**config.mk**
```make
export PLATFORM = sky130hd
export DESIGN_NAME = double_ended_queue
export DESIGN_NICKNAME = d
export VERILOG_FILES = /design/src/rtl/deq_pkg.sv /design/src/rtl/double_ended_queue.sv
export SDC_FILE = /design/constraint.sdc
export NUM_CORES = 1
export LEC_CHECK = 0
export BUFFER_PORTS_ARGS = -buffer_cell sky130_fd_sc_hd__buf_2
export CAP_MARGIN = 20
export CORE_ASPECT_RATIO = 1.2
export CORE_MARGIN = 5
export CORE_UTILIZATION = 23
export DETAILED_ROUTE_END_ITERATION = 6
export GPL_TIMING_DRIVEN = 1
export PLACE_DENSITY_LB_ADDON = 0.05
export SLEW_MARGIN = 20
export SYNTH_ARGS = -nofsm -noshare
export SYNTH_HDL_FRONTEND = slang
export SYNTH_SLANG_ARGS = --single-unit
```
**constraint.sdc**
```tcl
create_clock -name clk -period 16.7 [get_ports clk]
set_input_delay 2.505 -clock clk [delete_from_list [all_inputs] [get_ports clk]]
set_output_delay 2.505 -clock clk [all_outputs]
set_load 0.03 [all_outputs]
```
**src/rtl/deq_pkg.sv**
```systemverilog
package deq_pkg;

	// Field widths fixed by the interface
	localparam int MODE_W  = 3;
	localparam int DATA_W  = 32;
	localparam int COUNT_W = 5;

	// Default ring depth
	localparam int DEPTH_DEF = 16;

	// Word reported for front and back while the queue is empty
	localparam logic signed [DATA_W-1:0] EMPTY_WORD = '1;

	// Request operation codes; unused codes act as a query
	typedef enum logic [MODE_W-1:0] {
		MODE_PUSH_FRONT = 3'd0,
		MODE_PUSH_BACK  = 3'd1,
		MODE_POP_FRONT  = 3'd2,
		MODE_POP_BACK   = 3'd3,
		MODE_QUERY      = 3'd4
	} mode_t;

	// Sequencer states
	typedef enum logic {
		ST_IDLE,
		ST_RESULT
	} state_t;

endpackage

```
**src/rtl/double_ended_queue.sv**
```systemverilog
// Double-ended queue of signed 32-bit words kept in a ring of DEPTH entries.
// Input channel (in_valid / in_stall, fields mode and value): a request is
// taken at a rising edge with in_valid high and in_stall low. Modes are push
// front, push back, pop front, pop back and query; other codes act as query.
// Output channel (out_valid / out_stall): every request gives one result
// with the front and back words after the operation (-1 when empty), the
// count, an empty flag and an overflow flag for a push dropped on a full queue.
// Sequence: the request edge updates the pointers, writes the pushed word and
// reads the new front and back entries from the two-read-port ring memory;
// in ST_RESULT the output register is loaded once it is free. The block takes
// no new request until that load, as the ring memory's read is registered.
// in_stall is high while a request is in flight.
// When the receiver stalls, the result stays in the output register and the
// next request completes its work, then waits until the register frees up.
// Reset clears the front pointer, the count and the valid flags; the ring
// contents are not cleared, and only written entries are ever reported.
module double_ended_queue import deq_pkg::*; #(
	parameter int DEPTH = DEPTH_DEF
) (
	input  logic                     clk,
	input  logic                     arst_n,
	input  logic                     in_valid,
	output logic                     in_stall,
	input  logic [MODE_W-1:0]        mode,
	input  logic signed [DATA_W-1:0] value,
	output logic                     out_valid,
	input  logic                     out_stall,
	output logic signed [DATA_W-1:0] front_value,
	output logic signed [DATA_W-1:0] back_value,
	output logic [COUNT_W-1:0]       count,
	output logic                     is_empty,
	output logic                     overflow
);

	localparam int AW = (DEPTH > 1) ? $clog2(DEPTH) : 1;
	localparam int CW = $clog2(DEPTH + 1);
	localparam int SW = AW + 2;
	localparam logic [SW-1:0] DEPTH_S   = SW'(DEPTH);
	localparam logic [CW-1:0] DEPTH_C   = CW'(DEPTH);
	localparam logic [AW-1:0] LAST_IDX  = AW'(DEPTH - 1);

	// Ring position that lies ofs places after base (ofs <= DEPTH)
	function automatic logic [AW-1:0] ring_pos(input logic [AW-1:0] base,
		input logic [CW-1:0] ofs);
		logic [SW-1:0] p;
		p = SW'(base) + SW'(ofs);
		if (p >= DEPTH_S) begin
			p = p - DEPTH_S;
		end
		return p[AW-1:0];
	endfunction

	state_t state_q, state_d;

	logic [AW-1:0] front_q;
	logic [CW-1:0] cnt_q;

	logic signed [DATA_W-1:0] mem [DEPTH];
	logic signed [DATA_W-1:0] rdf_q, rdb_q, word_q;
	logic                     fwdf_q, fwdb_q, ovf_q;

	logic                     out_valid_q;
	logic signed [DATA_W-1:0] front_value_q, back_value_q;
	logic [CW-1:0]            cnt_out_q;
	logic                     ovf_out_q;

	logic          in_acc, load;
	logic [AW-1:0] nf, wr_addr, ba;
	logic [CW-1:0] nc, back_ofs;
	logic          wr_en, ovf, full;
	logic signed [DATA_W-1:0] res_front, res_back;
	logic [CW+COUNT_W-1:0]    cnt_ext;

	assign in_acc = in_valid && !in_stall;
	assign full   = (cnt_q >= DEPTH_C);

	// Work out the new pointer, count and write slot for the request
	always_comb begin
		nf      = front_q;
		nc      = cnt_q;
		wr_en   = 1'b0;
		wr_addr = front_q;
		ovf     = 1'b0;
		case (mode)
			MODE_PUSH_FRONT: begin
				if (full) begin
					ovf = 1'b1;
				end else begin
					nf      = (front_q == '0) ? LAST_IDX : front_q - AW'(1);
					wr_en   = 1'b1;
					wr_addr = nf;
					nc      = cnt_q + CW'(1);
				end
			end
			MODE_PUSH_BACK: begin
				if (full) begin
					ovf = 1'b1;
				end else begin
					wr_en   = 1'b1;
					wr_addr = ring_pos(front_q, cnt_q);
					nc      = cnt_q + CW'(1);
				end
			end
			MODE_POP_FRONT: begin
				if (cnt_q != '0) begin
					nf = ring_pos(front_q, CW'(1));
					nc = cnt_q - CW'(1);
				end
			end
			MODE_POP_BACK: begin
				if (cnt_q != '0) begin
					nc = cnt_q - CW'(1);
				end
			end
			default: begin
			end
		endcase
		back_ofs = (nc == '0) ? '0 : nc - CW'(1);
		ba       = ring_pos(nf, back_ofs);
	end

	// Write the pushed word and read the new front and back entries
	always_ff @(posedge clk) begin
		if (in_acc) begin
			if (wr_en) begin
				mem[wr_addr] <= value;
			end
			rdf_q  <= mem[nf];
			rdb_q  <= mem[ba];
			fwdf_q <= wr_en && (wr_addr == nf);
			fwdb_q <= wr_en && (wr_addr == ba);
			word_q <= value;
			ovf_q  <= ovf;
		end
	end

	// Advance pointer, count and sequencer state
	always_ff @(posedge clk or negedge arst_n) begin
		if (!arst_n) begin
			state_q <= ST_IDLE;
			front_q <= '0;
			cnt_q   <= '0;
		end else begin
			state_q <= state_d;
			if (in_acc) begin
				front_q <= nf;
				cnt_q   <= nc;
			end
		end
	end

	// Next state
	always_comb begin
		state_d = state_q;
		case (state_q)
			ST_IDLE: begin
				if (in_acc) begin
					state_d = ST_RESULT;
				end
			end
			ST_RESULT: begin
				if (load) begin
					state_d = ST_IDLE;
				end
			end
			default: begin
				state_d = ST_IDLE;
			end
		endcase
	end

	// Sequencer outputs
	always_comb begin
		in_stall = 1'b1;
		load     = 1'b0;
		case (state_q)
			ST_IDLE: begin
				in_stall = 1'b0;
			end
			ST_RESULT: begin
				load = !out_valid_q || !out_stall;
			end
			default: begin
			end
		endcase
	end

	// Pick forwarded or stored words; report -1 when empty
	assign res_front = (cnt_q == '0) ? EMPTY_WORD : (fwdf_q ? word_q : rdf_q);
	assign res_back  = (cnt_q == '0) ? EMPTY_WORD : (fwdb_q ? word_q : rdb_q);

	// Hold the result until the receiver takes it
	always_ff @(posedge clk or negedge arst_n) begin
		if (!arst_n) begin
			out_valid_q <= 1'b0;
		end else if (load) begin
			out_valid_q <= 1'b1;
		end else if (!out_stall) begin
			out_valid_q <= 1'b0;
		end
	end

	always_ff @(posedge clk) begin
		if (load) begin
			front_value_q <= res_front;
			back_value_q  <= res_back;
			cnt_out_q     <= cnt_q;
			ovf_out_q     <= ovf_q;
		end
	end

	assign cnt_ext     = {{COUNT_W{1'b0}}, cnt_out_q};
	assign out_valid   = out_valid_q;
	assign front_value = front_value_q;
	assign back_value  = back_value_q;
	assign count       = cnt_ext[COUNT_W-1:0];
	assign is_empty    = (cnt_out_q == '0);
	assign overflow    = ovf_out_q;

endmodule
```
Word level (Yosys, flattened, before mapping)
Memory sizes are Yosys's and may differ from the RTL's. A register that Yosys moved wholly into a read port is not among the register bits. Cells that the tools add are included. Widths: inputs -> output; s select.

Equality and inequality tests: 6. Add/sub/neg operators: 10. Reduce and logical (&&, ||, !) cells: 14. Bitwise operators: 1. Magnitude comparators: 4. Mux-type cells: 28.

Operators with widths (number): $mux 32 (2); $mux 4 (7); $pmux 4 s2 (2); $sub 4x1->4 const B (4); $logic_not 5->1 (3); $mux 5 (3); $add 4x5->6 (2); $ge 6x5->1 const B (2); $mux 1 (12); $ge 5x5->1 const B (2); $pmux 5 s2 (1); $sub 5x1->5 const B (2); $eq 4x4->1 (2); $eq 3x2->1 const B (2); $add 4x1->5 const B (1); $add 5x1->5 const B (1); $reduce_bool 5->1 (1); $logic_not 4->1 (1); $reduce_or 2->1 (2); $eq 3x1->1 const B (1); $logic_and 1x1->1 (3); $logic_not 3->1 (1); $logic_not 1->1 (2); $ne 2x1->1 const B (1); 3 further kinds (3).

Logic and storage cells: 76. Bits in registers: 116. RAM bits: 512. Output and inout bits: 73. Memories: 1. Input bits: 39.

Memories: mem (words 16, width 32, rd ports 2, clocked after Yosys merged registers in 2, wr ports 1, RTL line double_ended_queue.sv:58) `logic signed [DATA_W-1:0] mem [DEPTH];`.

Longest topological paths before layout
Gate-level depths: netlist (run 1).

Depth in word-level cells: 10. Depth in mapped cells: 20. Gate-level depth less buffers: 17.

Worst setup path after synthesis (run 1)
OpenSTA, ideal clock, no wires.

Path kind: input -> register. Start point: in out_stall. End point: reg back_value_q[0], in the netlist back_value[0], enable pin. Data required time: 16096 ps. Data arrival time: 7604 ps. Path buffers: 0. Stages: 1. Library setup time: 604 ps. Path slack: 8492 ps. Cell sequence: a21boi_0.

Longest elaborated chain between the ends: 3.

RTL lines: from (decl) (RTL line double_ended_queue.sv:27) `input logic out_stall,`; $logic_not 1->1; $logic_or 1x1->1 (RTL line double_ended_queue.sv:181) `load = !out_valid_q || !out_stall;`; $mux 1 (RTL line double_ended_queue.sv:176) `case (state_q)`; to (signal assigned) (RTL line double_ended_queue.sv:206) `back_value_q <= res_back;`; to (decl) (RTL line double_ended_queue.sv:63) `logic signed [DATA_W-1:0] front_value_q, back_value_q;`.

No other way between the ends. A chain may end at the register's enable or synchronous reset.

Worst setup path after layout (run 1)
Start point: in mode[1]. End point: reg rdb_q[26], read port of mem (data pin).

Longest elaborated chain between the ends: 8. Elaborated cells on any way between the ends: 15. Those cells by class: 3 x add/sub; 1 x order compare; 3 x eq/ne; 4 x mux; 4 x reduce/logical.

RTL lines: from (decl) (RTL line double_ended_queue.sv:24) `input logic [MODE_W-1:0] mode,`; $eq 3x2->1 (tied with other cells) (RTL line double_ended_queue.sv:84) `case (mode)`; $reduce_or 2->1 (no line); $pmux 5 s2 (RTL line double_ended_queue.sv:84); $sub 5x1->5 / $logic_not 5->1 (equally long branches) (RTL line double_ended_queue.sv:118) `back_ofs = (nc == '0) ? '0 : nc - CW'(1);`; $mux 5 (RTL line double_ended_queue.sv:118); $add 4x5->6 * (RTL line double_ended_queue.sv:46) `p = SW'(base) + SW'(ofs);`; $ge 6x5->1 / $sub 4x1->4 (equally long branches) (RTL line double_ended_queue.sv:47, double_ended_queue.sv:48); $mux 4 * (RTL line double_ended_queue.sv:47) `if (p >= DEPTH_S) begin`; to (decl) (RTL line double_ended_queue.sv:59) `logic signed [DATA_W-1:0] rdf_q, rdb_q, word_q;`.

Every way passes the cells marked *; elsewhere a longest branch is shown, timed or not.

==> flow_metrics.tcl, run 1 <==
set metrics [dict create \
    ioPinCount 112 \
    drive_above_1_share_pct 18.34 \
    final_common_cell "edfxtp_1" \
    final_core_util_pct 27.05 \
    final_antenna_net_count 0 \
    synth_top_flop_cell "edfxtp_1" \
    rr_worst_depth 18 \
    crit_fanout 52 \
    clockBufferDepth 3 \
    dieArea_um2 144100 \
    worstHoldPathCells 0 \
    met3_usage_pct 2.418 \
    crit_chain "buf_2 -> nor2b_1 -> a211oi_1 -> xnor2_1 -> ha_1 -> o21ai_0 -> nor4bb_1 -> nor2b_1 -> ha_4 -> inv_1 -> fa_4 -> buf_4 -> buf_4 -> mux4_2 -> and3_1 -> a311o_1" \
    ys_seq_area_share_pct 65.98 \
    fin_nets 2355 \
    via_count 19730 \
    finClkSkew_ns 0.03445 \
    drcViolationCount 0 \
    h-tree-depth 3 \
    final_cells 4173 \
    async_reset_ff_share_pct 1.590 \
    place_inst 4017 \
    tightest_slew_ns 1.119 \
    slowest_delay_ns 1.41 \
    drt-initial-drc-count 1365 \
    place_hpwl_um 59110 \
    rsz0062_at_grt "false" \
    hold_end "overflow" \
    crit_path_end_kind "flip-flop" \
    outcome "finished, final reports clean" \
    grt_pass1_wl_um 159900 \
    cts_sinks 692 \
    hold_buffers 0 \
    grt_busiest_layer "met2" \
    grt_use_met1_pct 19.50 \
    yosys.cell_types.count 57 \
    drt-total-wl_um 112900 \
    core_um2 135700 \
    initial_core_util_pct 23.14 \
    max_cap_violations 0 \
    worstPathRequired_ns 17.12 \
    synth_edf_count 681 \
    hold_viol 0 \
    stdcell_area_um2 36720 \
    hp-class "flip-flop to flip-flop" \
    clk_latency_ns 0.68 \
    met2_usage_pct 27.15 \
    die_y_um 414.8 \
    drt_pre_antenna_iters 7 \
    worstReg2RegStart "cnt_q[1]" \
    path_class "input port to flip-flop" \
    syn-cell-area_um2 31410 \
    cts_tree "built" \
    cts_resized 0 \
    placed_area_um2 34120 \
    wl_per_cell_um 27.06 \
    maxSlewHeadroom_pct 25.40 \
    hp-start "ovf_q" \
    viasPerCell 4.727 \
    synth_nets 2280 \
    synth_seq_cells 692 \
    gp_congestion 0.7153 \
    antenna_found_initial 2 \
    finalCriticalPeriod_ns 8.116 \
    worstReg2RegEnd "rdb_q[26]" \
    r2r_slack_ns 8.88 \
    syn2layout_area_growth_pct 16.89 \
    fin_crit_sh_pct 48.60 \
    grt_use_total_pct 15.42 \
    slew_violations 0 \
    netlist_instances 2228 \
    post_cts_buffers 0 \
    fin_setup_tns_ns 0 \
    yosys_warnings 0 \
    fmax_ghz 0.1232 \
    rows 148 \
    syn_area_per_cell_um2 14.10 \
    clkTransAtPathRegs_ns 0.06 \
    final_cell_mix "edfxtp_1 (681), nand2_1 (525), nand3_1 (136), mux2i_1 (132), mux4_2 (129)" \
    worstSetupStartpointType "input port" \
    cts_buffers 84 \
    grt_overflow 0 \
    cp_slowest_cell "fa_4" \
    setup_viol 0 \
    die_x_um 347.4 \
    grt_max_degree 154 \
    critPathArrivalTime_ns 8.54 \
    cts-root-buf "clkbuf_16" \
    port-buffer-count 111 \
    first_global_vias 20950 \
]
## worst max-delay path: cells and delay by family
kind / cells / cell delay, ns
adder cells (fa/ha/maj): 3 / 1.83
buffers and inverters: 4 / 1.99
AND/OR/NAND/NOR: 4 / 0.63
AO/OA/AOI/OAI: 3 / 0.85
multiplexers: 1 / 0.43
XOR/XNOR: 1 / 0.18
## stage by stage
step	hold slack, ns	worst slack [ns]
3_5_place_dp	0.4107	7.776
4_1_cts	0.4270	8.508
5_1_grt	0.4380	8.308
6_report	0.4237	8.584
3_3_place_gp	0.4123	7.823
2_1_floorplan	0.4003	8.492
## worst max-delay path by stage
stage                          from       endpoint  slack [ns]
after floorplan           out_stall  back_value[0]        8.49
after global placement      mode[1]      rdb_q[28]        7.82
after detailed placement    mode[1]      rdb_q[26]        7.78
after CTS                   mode[1]      rdb_q[26]        8.51
after global routing       cnt_q[1]      rdb_q[26]        8.31
final                       mode[1]      rdb_q[26]        8.58
## final cells by class
| cell class | count | area, um2 |
|---|---|---|
| antenna | 1 | 2.502 |
| clock buffer | 113 | 2295 |
| clock inverter | 42 | 300.3 |
| fill | 13780 | 99020 |
| inverter | 12 | 56.30 |
| multi-input combinational | 1355 | 10150 |
| sequential | 692 | 20720 |
| tap | 1800 | 2252 |
| timing repair buffer | 158 | 933.4 |
## synth_stat cells (9+ instances only)
master      n  share of area (%)
and3_1     63                1.3
mux4_2    129                9.2
ha_1       11               0.44
nand3_1   136                2.2
a21oi_1   102                1.6
nand2_1   525                6.3
nor2_1     34               0.41
a221o_1    31               0.99
o21ai_0     9               0.14
dfrtp_1    11               0.88
inv_1      11               0.13
edfxtp_1  681                 65
a31oi_1    33               0.66
clkbuf_1  105                1.3
buf_2      40               0.64
a311o_1    32                1.0
buf_1      16               0.19
mux2i_1   132                4.2
xnor2_1    11               0.31
a311oi_1   31               0.86
## registers in the layout, summed over array words and instances (netlist names), 4 cells and up
register	flops
back_value	32
word_q	32
rdf_q	32
front_value	32
count	5
rdb_q	32
cnt_q	5
front_q	4
mem	512
## layer usage
layer  part of all wire [%]  vias to the layer above
met3                    4.3                      148
met1                     42                    10300
met4                    2.5                        0
li1                       -                     8735
met2                     51                      545
met5                      0                        -
## kinds of logic (layout without fill, tap and decap cells)
logic type | count (synthesis) | count (layout) | synth area share [%]
AO/OA/AOI/OAI | 262 | 262 | 5.987
XOR/XNOR | 19 | 19 | 0.5537
adder cells (fa/ha/maj) | 13 | 13 | 0.5656
buffers and inverters | 181 | 325 | 2.418
flip-flops | 692 | 692 | 65.98
multiplexers | 262 | 262 | 13.50
other | 0 | 1 | 0
AND/OR/NAND/NOR | 799 | 799 | 10.99
Power of run 1 is left out: the tool's default activity adds up to more than one toggle a clock period on the data nets, which glitch-free logic cannot reach.
==> run 2, diff against run 1 <==
==> constraint.sdc (replaced) <==
create_clock -name clk -period 8.1 [get_ports clk]
set_input_delay 1.215 -clock clk [delete_from_list [all_inputs] [get_ports clk]]
set_output_delay 1.215 -clock clk [all_outputs]
set_load 0.03 [all_outputs]
==> flow_metrics.tcl, run 2 (synthesis gave the netlist of run 1 again) <==
set metrics [dict create \
    outcome "finished, final reports clean" \
    via_count 19800 \
    post_cts_buffers 0 \
    worstHoldPathCells 0 \
    cts_resized 0 \
    finClkSkew_ns 0.02335 \
    max_cap_violations 0 \
    die_y_um 414.8 \
    rows 148 \
    clkTransAtPathRegs_ns 0.06 \
    r2r_slack_ns 2.21 \
    drt_pre_antenna_iters 4 \
    place_hpwl_um 58700 \
    setup_viol 0 \
    stdcell_area_um2 36870 \
    antenna_found_initial 7 \
    die_x_um 347.4 \
    worstSetupStartpointType "flip-flop" \
    fin_crit_sh_pct 72.67 \
    cts_tree "built" \
    drcViolationCount 0 \
    worstReg2RegStart "cnt_q[1]" \
    fin_setup_tns_ns 0 \
    final_cell_mix "edfxtp_1 (681), nand2_1 (525), nand3_1 (136), mux2i_1 (132), mux4_2 (129)" \
    rr_worst_depth 16 \
    worstPathRequired_ns 8.52 \
    wl_per_cell_um 26.85 \
    finalCriticalPeriod_ns 5.886 \
    ioPinCount 112 \
    initial_core_util_pct 23.14 \
    syn2layout_area_growth_pct 17.36 \
    final_common_cell "edfxtp_1" \
    clk_latency_ns 0.67 \
    core_um2 135700 \
    fin_nets 2360 \
    crit_fanout 129 \
    cts-root-buf "clkbuf_16" \
    grt_max_degree 140 \
    critPathArrivalTime_ns 6.31 \
    viasPerCell 4.740 \
    hold_buffers 0 \
    maxSlewHeadroom_pct 26.83 \
    cts_buffers 84 \
    final_antenna_net_count 0 \
    hold_end "overflow" \
    grt_pass1_wl_um 158700 \
    drive_above_1_share_pct 18.56 \
    gp_congestion 0.7091 \
    drt-initial-drc-count 1261 \
    hp-class "flip-flop to flip-flop" \
    drt-total-wl_um 112100 \
    path_class "flip-flop to flip-flop" \
    hold_viol 0 \
    port-buffer-count 111 \
    fmax_ghz 0.1699 \
    nFillCells 13730 \
    crit_path_end_kind "flip-flop" \
    worstReg2RegEnd "rdb_q[27]" \
    hp-start "ovf_q" \
    grt_use_total_pct 15.28 \
    slew_violations 0 \
    tightest_slew_ns 1.098 \
    grt_overflow 0 \
    first_global_vias 20950 \
    cts_sinks 692 \
    regMostFlops "mem" \
    largest_reg_flops 512 \
    clockBufferDepth 3 \
    rsz0062_at_grt "false" \
    dieArea_um2 144100 \
    placed_area_um2 34230 \
    h-tree-depth 3 \
]
## run 2: cell count changes in the layout (fill, tap and decap cells not counted), sizes merged
cell	change
buf	+5
bufinv	+2
inv	-1
clkinvlp	-1
clkbuf	-6
clkinv	+5
## run 2: per-stage QoR
stage / worst slack, ns / utilization, % / hold WS [ns] / instances
2_1_floorplan: 1.182 / - / 0.4003 / 2228
3_3_place_gp: 2.073 / 25.21 / 0.4188 / 4021
3_5_place_dp: 2.053 / 25.22 / 0.4045 / 4022
4_1_cts: 2.142 / 27.16 / 0.4168 / 4176
5_1_grt: 1.768 / 27.16 / 0.4277 / 4176
6_report: 2.214 / 27.16 / 0.4157 / 4177
## run 2: how the worst max path moves through the flow
stage / cells after the start / to / from
after floorplan: 1 / back_value[0] / out_stall
after global placement: 16 / rdb_q[21] / mode[1]
after detailed placement: 13 / rdb_q[8] / mode[1]
after CTS: 14 / rdb_q[8] / cnt_q[1]
after global routing: 14 / rdb_q[16] / cnt_q[1]
final: 16 / rdb_q[27] / cnt_q[1]
## run 2: final cells by class
| type | count | area [um2] | share of cell area, % |
|---|---|---|---|
| multi-input combinational | 1355 | 10150 | 27.54 |
| tap | 1800 | 2252 | 6.109 |
| inverter | 12 | 56.30 | 0.1527 |
| timing repair buffer | 163 | 1041 | 2.824 |
| sequential | 692 | 20720 | 56.22 |
| antenna | 1 | 2.502 | 0.006788 |
| clock buffer | 107 | 2273 | 6.167 |
| clock inverter | 47 | 361.6 | 0.9809 |
## run 2: worst max-delay path: stages, from the launching register on
cell and delay [ns]:
dfrtp_1 0.51, inv_1 0.18, ha_1 0.21, or4b_4 0.75
o221ai_1 0.30, nor3_1 0.14, ha_1 0.23, o21ai_0 0.12
nor4bb_1 0.12, nor2b_1 0.23, ha_4 0.17, inv_1 0.06
fa_4 0.83, buf_12 0.70, mux4_2 0.41, and3_1 0.19
a311o_1 0.33
## run 2: metal layers
layer  track usage [%]  wire [um]  vias up
met2             26.74      56260      486
met3             1.970       4375      147
li1                  -          -     8763
met1             19.80      48810    10400
met4             4.430       2667        4
met5                 0         26        -
Power of run 2 is left out for the same reason.
